### config.mk
export PLATFORM = sky130hd
export DESIGN_NAME = stack_calculator
export DESIGN_NICKNAME = d
export VERILOG_FILES = /design/src/rtl/core/stkcalc_pkg.sv /design/src/rtl/core/stack_calculator.sv /design/src/rtl/core/stkcalc_ctrl.sv /design/src/rtl/core/stkcalc_datapath.sv
export SDC_FILE = /design/constraint.sdc
export NUM_CORES = 2
export LEC_CHECK = 0
export BUFFER_PORTS_ARGS = -buffer_cell sky130_fd_sc_hd__buf_4
export CORE_MARGIN = 5
export CORE_UTILIZATION = 55
export DETAILED_ROUTE_END_ITERATION = 8
export HOLD_SLACK_MARGIN = 0.1
export PLACE_DENSITY = 0.74
export SLEW_MARGIN = 20
export SYNTH_ARGS = -nofsm -noshare
export SYNTH_HDL_FRONTEND = slang
export SYNTH_HIERARCHICAL = 1
export SYNTH_SLANG_ARGS = --single-unit
export TNS_END_PERCENT = 1
### constraint.sdc
create_clock -name clk_i -period 7.72 [get_ports clk_i]
set_input_delay 0.772 -clock clk_i [delete_from_list [all_inputs] [get_ports clk_i]]
set_output_delay 0.772 -clock clk_i [all_outputs]
set_load 0.03 [all_outputs]
### src/rtl/core/stkcalc_pkg.sv
// Types and constants shared by the stack calculator modules.
`default_nettype none

package stkcalc_pkg;

  localparam int unsigned VALUE_W     = 32;
  localparam int unsigned MODE_W      = 3;
  localparam int unsigned STATUS_W    = 2;
  localparam int unsigned DEPTH_OUT_W = 7;

  typedef enum logic [MODE_W-1:0] {
    MODE_PUSH = 3'd0,
    MODE_ADD  = 3'd1,
    MODE_SUB  = 3'd2,
    MODE_MUL  = 3'd3,
    MODE_DIV  = 3'd4,
    MODE_DROP = 3'd5
  } mode_e;

  typedef enum logic [STATUS_W-1:0] {
    STATUS_OK        = 2'd0,
    STATUS_UNDERFLOW = 2'd1,
    STATUS_OVERFLOW  = 2'd2,
    STATUS_DIV_ZERO  = 2'd3
  } status_e;

  typedef enum logic [1:0] {
    ST_IDLE,
    ST_EXEC,
    ST_RUN,
    ST_FIN
  } state_e;

  // Commands from the controller to the datapath.
  typedef struct packed {
    logic accept;
    logic exec;
    logic step;
    logic finish;
  } ctl_cmd_t;

  // Status from the datapath back to the controller.
  typedef struct packed {
    logic long_op;
    logic step_last;
  } ctl_sts_t;

endpackage

`default_nettype wire

### src/rtl/core/stack_calculator.sv
// Top level of the stack calculator: controller plus datapath.
//
//   Channel   Strobe          Back-pressure   Payload
//   request   start           busy            mode_i, push_value_i
//   result    done_o          none            result_value_o, stack_depth_o, status_o
//
// Push, add, subtract, drop, unused modes and every flagged request end in the execute
// state after acceptance, which the registered read of the entry below the top needs.
// Multiply steps one 16-bit multiplier digit per cycle in the run state, then finishes.
// Divide steps one quotient bit per cycle in the run state, then finishes.
// Reset empties the stack at once; memory contents are not cleared and need no sweep.
// busy is low in the cycle that shows a result, so the next request is taken there.
`default_nettype none

module stack_calculator import stkcalc_pkg::*; #(
  parameter int unsigned DEPTH      = 64,
  parameter int unsigned ELEM_WIDTH = 32
) (
  input  wire logic                       clk_i,
  input  wire logic                       rst_ni,
  input  wire logic                       start,
  output logic                            busy,
  input  wire logic [MODE_W-1:0]          mode_i,
  input  wire logic signed [VALUE_W-1:0]  push_value_i,
  output logic                            done_o,
  output logic signed [VALUE_W-1:0]       result_value_o,
  output logic [DEPTH_OUT_W-1:0]          stack_depth_o,
  output logic [STATUS_W-1:0]             status_o
);

  ctl_cmd_t cmd;
  ctl_sts_t sts;

  stkcalc_ctrl u_ctrl (
    .clk_i   (clk_i),
    .rst_ni  (rst_ni),
    .start_i (start),
    .sts_i   (sts),
    .cmd_o   (cmd),
    .busy_o  (busy)
  );

  stkcalc_datapath #(
    .DEPTH      (DEPTH),
    .ELEM_WIDTH (ELEM_WIDTH)
  ) u_datapath (
    .clk_i          (clk_i),
    .rst_ni         (rst_ni),
    .cmd_i          (cmd),
    .sts_o          (sts),
    .mode_i         (mode_i),
    .push_value_i   (push_value_i),
    .result_value_o (result_value_o),
    .stack_depth_o  (stack_depth_o),
    .status_o       (status_o),
    .done_o         (done_o)
  );

endmodule

`default_nettype wire

### src/rtl/core/stkcalc_ctrl.sv
// Controller state machine that sequences one stack operation at a time.
`default_nettype none

module stkcalc_ctrl import stkcalc_pkg::*; (
  input  wire logic     clk_i,
  input  wire logic     rst_ni,
  input  wire logic     start_i,
  input  wire ctl_sts_t sts_i,
  output ctl_cmd_t      cmd_o,
  output logic          busy_o
);

  state_e state_q, state_d;

  always_comb begin
    state_d = state_q;
    unique case (state_q)
      ST_IDLE: begin
        if (start_i) begin
          state_d = ST_EXEC;
        end
      end
      ST_EXEC: begin
        state_d = sts_i.long_op ? ST_RUN : ST_IDLE;
      end
      ST_RUN: begin
        if (sts_i.step_last) begin
          state_d = ST_FIN;
        end
      end
      ST_FIN: begin
        state_d = ST_IDLE;
      end
      default: begin
        state_d = ST_IDLE;
      end
    endcase
  end

  always_comb begin
    cmd_o  = '0;
    busy_o = 1'b1;
    unique case (state_q)
      ST_IDLE: begin
        busy_o       = 1'b0;
        cmd_o.accept = start_i;
      end
      ST_EXEC: begin
        cmd_o.exec = 1'b1;
      end
      ST_RUN: begin
        cmd_o.step = 1'b1;
      end
      ST_FIN: begin
        cmd_o.finish = 1'b1;
      end
      default: begin
        busy_o = 1'b1;
      end
    endcase
  end

  always_ff @(posedge clk_i or negedge rst_ni) begin
    if (!rst_ni) begin
      state_q <= ST_IDLE;
    end else begin
      state_q <= state_d;
    end
  end

endmodule

`default_nettype wire

### src/rtl/core/stkcalc_datapath.sv
// Datapath: stack memory, cached top entry, shared multiply/divide unit, result registers.
`default_nettype none

module stkcalc_datapath import stkcalc_pkg::*; #(
  parameter int unsigned DEPTH      = 64,
  parameter int unsigned ELEM_WIDTH = 32
) (
  input  wire logic                       clk_i,
  input  wire logic                       rst_ni,
  input  wire ctl_cmd_t                   cmd_i,
  output ctl_sts_t                        sts_o,
  input  wire logic [MODE_W-1:0]          mode_i,
  input  wire logic signed [VALUE_W-1:0]  push_value_i,
  output logic signed [VALUE_W-1:0]       result_value_o,
  output logic [DEPTH_OUT_W-1:0]          stack_depth_o,
  output logic [STATUS_W-1:0]             status_o,
  output logic                            done_o
);

  localparam int unsigned W       = ELEM_WIDTH;
  localparam int unsigned AW      = $clog2(DEPTH);
  localparam int unsigned CW      = $clog2(DEPTH + 1);
  // Entries narrower than a full digit are multiplied in a single step.
  localparam int unsigned DIGIT_W = (W < 16) ? W : 16;
  localparam int unsigned NDIG    = (W + DIGIT_W - 1) / DIGIT_W;
  localparam int unsigned IW      = $clog2(W);

  localparam logic [CW-1:0] DEPTH_C  = CW'(DEPTH);
  localparam logic [CW-1:0] TWO_C    = CW'(2);
  localparam logic [IW-1:0] MUL_LAST = IW'(NDIG - 1);
  localparam logic [IW-1:0] DIV_LAST = IW'(W - 1);

  function automatic logic [W-1:0] mag_of(input logic [W-1:0] v);
    mag_of = v[W-1] ? (~v + 1'b1) : v;
  endfunction

  // The top entry lives in tos_q; entries below it sit in the memory at their
  // stack index, so entry count minus two is always the second operand.
  logic [W-1:0]  mem [DEPTH];
  logic [W-1:0]  rd_q;
  logic [AW-1:0] rd_addr, wr_addr;
  logic          mem_we;

  logic [MODE_W-1:0]  mode_q, mode_d;
  logic [W-1:0]       pv_q, pv_d;
  logic [W-1:0]       tos_q, tos_d;
  logic [CW-1:0]      cnt_q, cnt_d;
  logic [W-1:0]       op_a_q, op_a_d;
  logic [W-1:0]       op_b_q, op_b_d;
  logic [W-1:0]       acc_q, acc_d;
  logic               neg_q, neg_d;
  logic [IW-1:0]      it_q, it_d;

  logic signed [VALUE_W-1:0] res_q, res_d;
  logic [DEPTH_OUT_W-1:0]    depth_q, depth_d;
  status_e                   status_q, status_d;
  logic                      done_q, done_d;

  logic [W-1:0] ex_value;
  logic         ex_long;
  logic         is_div;
  logic [W-1:0] mul_prod;
  logic [W-1:0] div_rem_sh;
  logic         div_ge;

  assign rd_addr = AW'(cnt_q - TWO_C);
  assign wr_addr = AW'(cnt_q - 1'b1);
  assign is_div  = (mode_q == MODE_DIV);

  // One 16-bit digit of the multiplier per step; only the low bits are kept.
  assign mul_prod = W'(op_a_q * op_b_q[DIGIT_W-1:0]);

  // Restoring division: op_a_q shifts the dividend out and the quotient in.
  assign div_rem_sh = {acc_q[W-2:0], op_a_q[W-1]};
  assign div_ge     = (div_rem_sh >= op_b_q);

  assign sts_o.long_op   = ex_long;
  assign sts_o.step_last = (it_q == (is_div ? DIV_LAST : MUL_LAST));

  always_comb begin
    mode_d   = mode_q;
    pv_d     = pv_q;
    tos_d    = tos_q;
    cnt_d    = cnt_q;
    op_a_d   = op_a_q;
    op_b_d   = op_b_q;
    acc_d    = acc_q;
    neg_d    = neg_q;
    it_d     = it_q;
    res_d    = res_q;
    depth_d  = depth_q;
    status_d = status_q;
    done_d   = 1'b0;
    mem_we   = 1'b0;
    ex_value = '0;
    ex_long  = 1'b0;

    if (cmd_i.accept) begin
      mode_d = mode_i;
      pv_d   = W'(push_value_i);
    end

    if (cmd_i.exec) begin
      status_d = STATUS_OK;
      unique case (mode_q) inside
        MODE_PUSH: begin
          if (cnt_q == DEPTH_C) begin
            status_d = STATUS_OVERFLOW;
          end else begin
            mem_we   = (cnt_q != '0);
            tos_d    = pv_q;
            cnt_d    = cnt_q + 1'b1;
            ex_value = pv_q;
          end
        end
        MODE_ADD, MODE_SUB, MODE_MUL, MODE_DIV: begin
          if (cnt_q < TWO_C) begin
            status_d = STATUS_UNDERFLOW;
          end else if (is_div && rd_q == '0) begin
            status_d = STATUS_DIV_ZERO;
          end else if (mode_q == MODE_ADD) begin
            ex_value = tos_q + rd_q;
            tos_d    = ex_value;
            cnt_d    = cnt_q - 1'b1;
          end else if (mode_q == MODE_SUB) begin
            ex_value = tos_q - rd_q;
            tos_d    = ex_value;
            cnt_d    = cnt_q - 1'b1;
          end else if (mode_q == MODE_MUL) begin
            ex_long = 1'b1;
            op_a_d  = tos_q;
            op_b_d  = rd_q;
            acc_d   = '0;
            it_d    = '0;
          end else begin
            ex_long = 1'b1;
            op_a_d  = mag_of(tos_q);
            op_b_d  = mag_of(rd_q);
            neg_d   = tos_q[W-1] ^ rd_q[W-1];
            acc_d   = '0;
            it_d    = '0;
          end
        end
        MODE_DROP: begin
          if (cnt_q == '0) begin
            status_d = STATUS_UNDERFLOW;
          end else begin
            ex_value = tos_q;
            tos_d    = rd_q;
            cnt_d    = cnt_q - 1'b1;
          end
        end
        default: begin
          ex_value = '0;
        end
      endcase
      done_d  = !ex_long;
      res_d   = VALUE_W'(ex_value);
      depth_d = DEPTH_OUT_W'(cnt_d);
    end

    if (cmd_i.step) begin
      it_d = it_q + 1'b1;
      if (is_div) begin
        acc_d  = div_ge ? (div_rem_sh - op_b_q) : div_rem_sh;
        op_a_d = {op_a_q[W-2:0], div_ge};
      end else begin
        acc_d  = acc_q + mul_prod;
        op_a_d = W'(op_a_q << DIGIT_W);
        op_b_d = W'(op_b_q >> DIGIT_W);
      end
    end

    if (cmd_i.finish) begin
      if (is_div) begin
        ex_value = neg_q ? (~op_a_q + 1'b1) : op_a_q;
      end else begin
        ex_value = acc_q;
      end
      tos_d    = ex_value;
      cnt_d    = cnt_q - 1'b1;
      status_d = STATUS_OK;
      done_d   = 1'b1;
      res_d    = VALUE_W'(ex_value);
      depth_d  = DEPTH_OUT_W'(cnt_d);
    end
  end

  always_ff @(posedge clk_i) begin
    if (mem_we) begin
      mem[wr_addr] <= tos_q;
    end
    rd_q <= mem[rd_addr];
  end

  always_ff @(posedge clk_i or negedge rst_ni) begin
    if (!rst_ni) begin
      cnt_q  <= '0;
      done_q <= 1'b0;
    end else begin
      cnt_q  <= cnt_d;
      done_q <= done_d;
    end
  end

  always_ff @(posedge clk_i) begin
    mode_q   <= mode_d;
    pv_q     <= pv_d;
    tos_q    <= tos_d;
    op_a_q   <= op_a_d;
    op_b_q   <= op_b_d;
    acc_q    <= acc_d;
    neg_q    <= neg_d;
    it_q     <= it_d;
    res_q    <= res_d;
    depth_q  <= depth_d;
    status_q <= status_d;
  end

  assign result_value_o = res_q;
  assign stack_depth_o  = depth_q;
  assign status_o       = status_q;
  assign done_o         = done_q;

endmodule

`default_nettype wire

==> key figures <==
Timing
  – Setup_tns: 0 ns
  – Minimum clock period: 7.10 ns
  – Max-slew violations: 0
  – Worst-case hold slack: 0.155 ns
  – Max Freq: 141 MHz
  – Final hold vios: 0
  – Clock Skews: 0.0907 ns
  – RSZ-0062 raised after global routing: no
  – Worst slew margin: 0.230
  – Final setup fails: 0
  – Measured slew at the worst slew-check pin: 1.15 ns
  – Final period utilization: 0.920

GRT
  – Vias in the first global route: 63600
  – GR Overflow Total: 0
  – Global-route wire length before repair: 461 mm
  – Tot GR Track Use: 0.313
  – Largest net degree at the start of global routing: 122
  – Initial antenna violation count: 12

Synthesis
  – Mux contribution to synthesized area: 0.141
  – Cells after synthesis: 6646
  – Synth top area share: 0.615
  – Post-synthesis simple-gate area fraction: 0.0508
  – Yosys cell types: 88
  – Syn Nets: 7194
  – Area share of xor/xnor cells in the synthesized design: 0.0162
  – Synth area leaders: edfxtp_1 61%, mux4_2 14%, fa_1 6.2%, ha_1 2.0%, inv_1 1.9%
  – FFs w/ async S/R, synth: 0.00435
  – Compound-Gate Fraction of Synth Area: 0.0480
  – Mapped Area: 0.109 sq mm
  – Post-Synth Adder-Cell Area: 0.0821
  – Ys flop type: edfxtp_1
  – #FFs+latches synth: 2300
  – Share of the yosys chip area belonging to registers: 0.629
  – Area leader, netlist: edfxtp_1
  – Yosys warning count: 6
  – Main combinational cell family by area after synthesis: multiplexers
  – Avg Cell Area, Syn: 16.3 sq um
  – EDFF count, synth: 2224

Critical path
  – Crit Path Max Fanout: 16
  – Setup CP Type: register to register
  – Required @ worst endpoint: 8.36 ns
  – CP arrival: 7.75 ns
  – Crit. End Element: register
  – Startpoint types: register

Final layout
  – Register area: 0.0684 sq mm
  – Commonest cells after routing, fill and taps aside: 2224 x edfxtp_1, 657 x mux4_2, 564 x inv_1, 486 x nand2_1, 337 x fa_1
  – Synth-to-layout area growth: 11.6%
  – Share of cells above drive strength 1: 0.201
  – Fillers: 13800
  – Post-layout net count: 7349
  – Area of the multi-input gates: 0.0372 sq mm
  – Commonest non-fill, non-tap cell in the layout: edfxtp_1

Status
  – Outcome: complete, no violations

Route
  – Post-route ant nets: 0
  – Drc violations: 0
  – Via Count: 64000
  – First-pass DRT Iterations: 7
  – Vias per cell: 6.64
  – Final Routed Wirelength: 322 mm
  – DRT iter0 DRCs: 9926
  – DR WL/cell: 33.4 um

Die
  – Rows: 163
  – Die area: 0.206 sq mm
  – Core area: 0.197 sq mm
  – Die width: 454 um
  – Starting Density: 0.552
  – IO Count: 81
  – Die Span Y: 454 um

Place
  – Post-DP HPWL: 197 mm
  – # port buffers: 80
  – GP Congestion: 0.981

CTS
  – CTS Buf Count: 223
  – H-tree lvl count: 4
  – CTS tree: yes
  – CTS clk-pin slew, worst paths: 0.06 ns
  – CTS Sinks: 2300
  – Post-CTS resize count: 0
  – Bufs on Longest Clock Path: 3
  – Root Buffer: clkbuf_16
  – Skew-Pair Late Insertion Delay: 0.90 ns

Run
  – MaxCap Viol Count: 0

Worst hold path
  – Hold Crit Class: input pin to register
==> registers in the layout, indices dropped and copies added, names as in the netlist, named ones only <==
register,cells
u_datapath/status_o,2
u_datapath/rd_q,32
u_datapath/op_b_q,32
u_ctrl/state_q,1
u_datapath/it_q,5
u_datapath/done_o,1
u_datapath/neg_q,1
u_datapath/stack_depth_o,7
u_datapath/cnt_q,7
u_datapath/pv_q,32
u_datapath/result_value_o,32
u_datapath/op_a_q,32
u_datapath/acc_q,32
u_datapath/mem,2048
u_datapath/tos_q,32
u_datapath/mode_q,3
==> what timing repair did <==
| item | 4_1_cts | 5_1_grt |
|---|---|---|
| hold endpoints to repair | 36 | 0 |
| setup buffers | 0 | 0 |
| hold buffers | 27 | 0 |
==> cell families (layout without fill, tap and decap cells) <==
logic type                 after synthesis  after routing
DFF                                   2300           2300
other                                    0              3
muxes                                  702            702
adders and majority gates              510            510
buffers and inverters                  946           1298
AOI/OAI and AO/OA                      792            792
and+or+nand+nor                       1195           1195
xor gates and xnor gates               201            201
==> critical path, cell delays in order (launching register included) <==
cell	delay, ns
dfxtp_1	0.87
buf_4	0.33
nand2_1	0.10
fa_1	0.51
fa_1	0.51
fa_1	0.53
inv_1	0.06
fa_1	0.48
fa_1	0.49
inv_1	0.05
fa_1	0.47
inv_1	0.04
ha_1	0.31
nand4_1	0.16
nor2_1	0.13
nand3_1	0.08
o221ai_1	0.58
and3b_1	0.27
nor3_1	0.05
buf_4	0.15
o41a_1	0.32
xnor2_1	0.13
a211oi_1	0.23
==> stage by stage <==
step	instances	cell area, sq um	utilization	worst slack, ns
after global placement	9183	113000	0.575	0.851
final	9641	121000	0.616	0.615
after global routing	9638	121000	0.616	0.231
after CTS	9634	121000	0.615	0.718
after detailed placement	9185	113000	0.576	0.751
after floorplan	6646	109000	-	1.33
==> synthesized netlist by cell type, types with 77 or more instances <==
library cell	number
ha_1	173
xor2_1	77
a21oi_1	190
mux4_2	657
fa_1	337
nor2_1	280
and2_1	149
o21ai_0	175
xnor2_1	124
edfxtp_1	2224
inv_1	564
nand2_1	488
clkbuf_1	281
==> worst paths after layout <==
path	from	depth (start not counted)	slack, ns	end
max	u_datapath/op_b_q[2]	22	0.62	u_datapath/acc_q[30]
min	push_value_i[25]	1	0.15	u_datapath/pv_q[25]
max reg2reg	u_datapath/op_b_q[2]	22	0.62	u_datapath/acc_q[30]
min reg2reg	u_datapath/op_b_q[25]	2	0.46	u_datapath/op_b_q[25]
max in group asynchronous	rst_ni	2	7.17	u_datapath/cnt_q[0]
min in group asynchronous	rst_ni	2	0.28	u_datapath/cnt_q[1]
==> area by class of cell <==
type / count / share of cell area
tap: 2640 / 0.0273
timing repair buffer: 311 / 0.0216
clock inverter: 143 / 0.0127
multi-input combinational: 3400 / 0.307
inverter: 565 / 0.0175
clock buffer: 279 / 0.0494
sequential: 2300 / 0.564
antenna: 3 / 0.0000619
==> per-layer routing <==
layer / share of wire / vias to the layer above / global-route usage
li1: - / 25600 / -
met1: 0.36 / 33100 / 0.436
met2: 0.47 / 4613 / 0.488
met3: 0.12 / 764 / 0.0657
met4: 0.050 / 6 / 0.128
met5: 0.00012 / - / 0
Power is left out: the tool's default activity adds up to more than one toggle a clock period on the data nets, which glitch-free logic cannot reach.
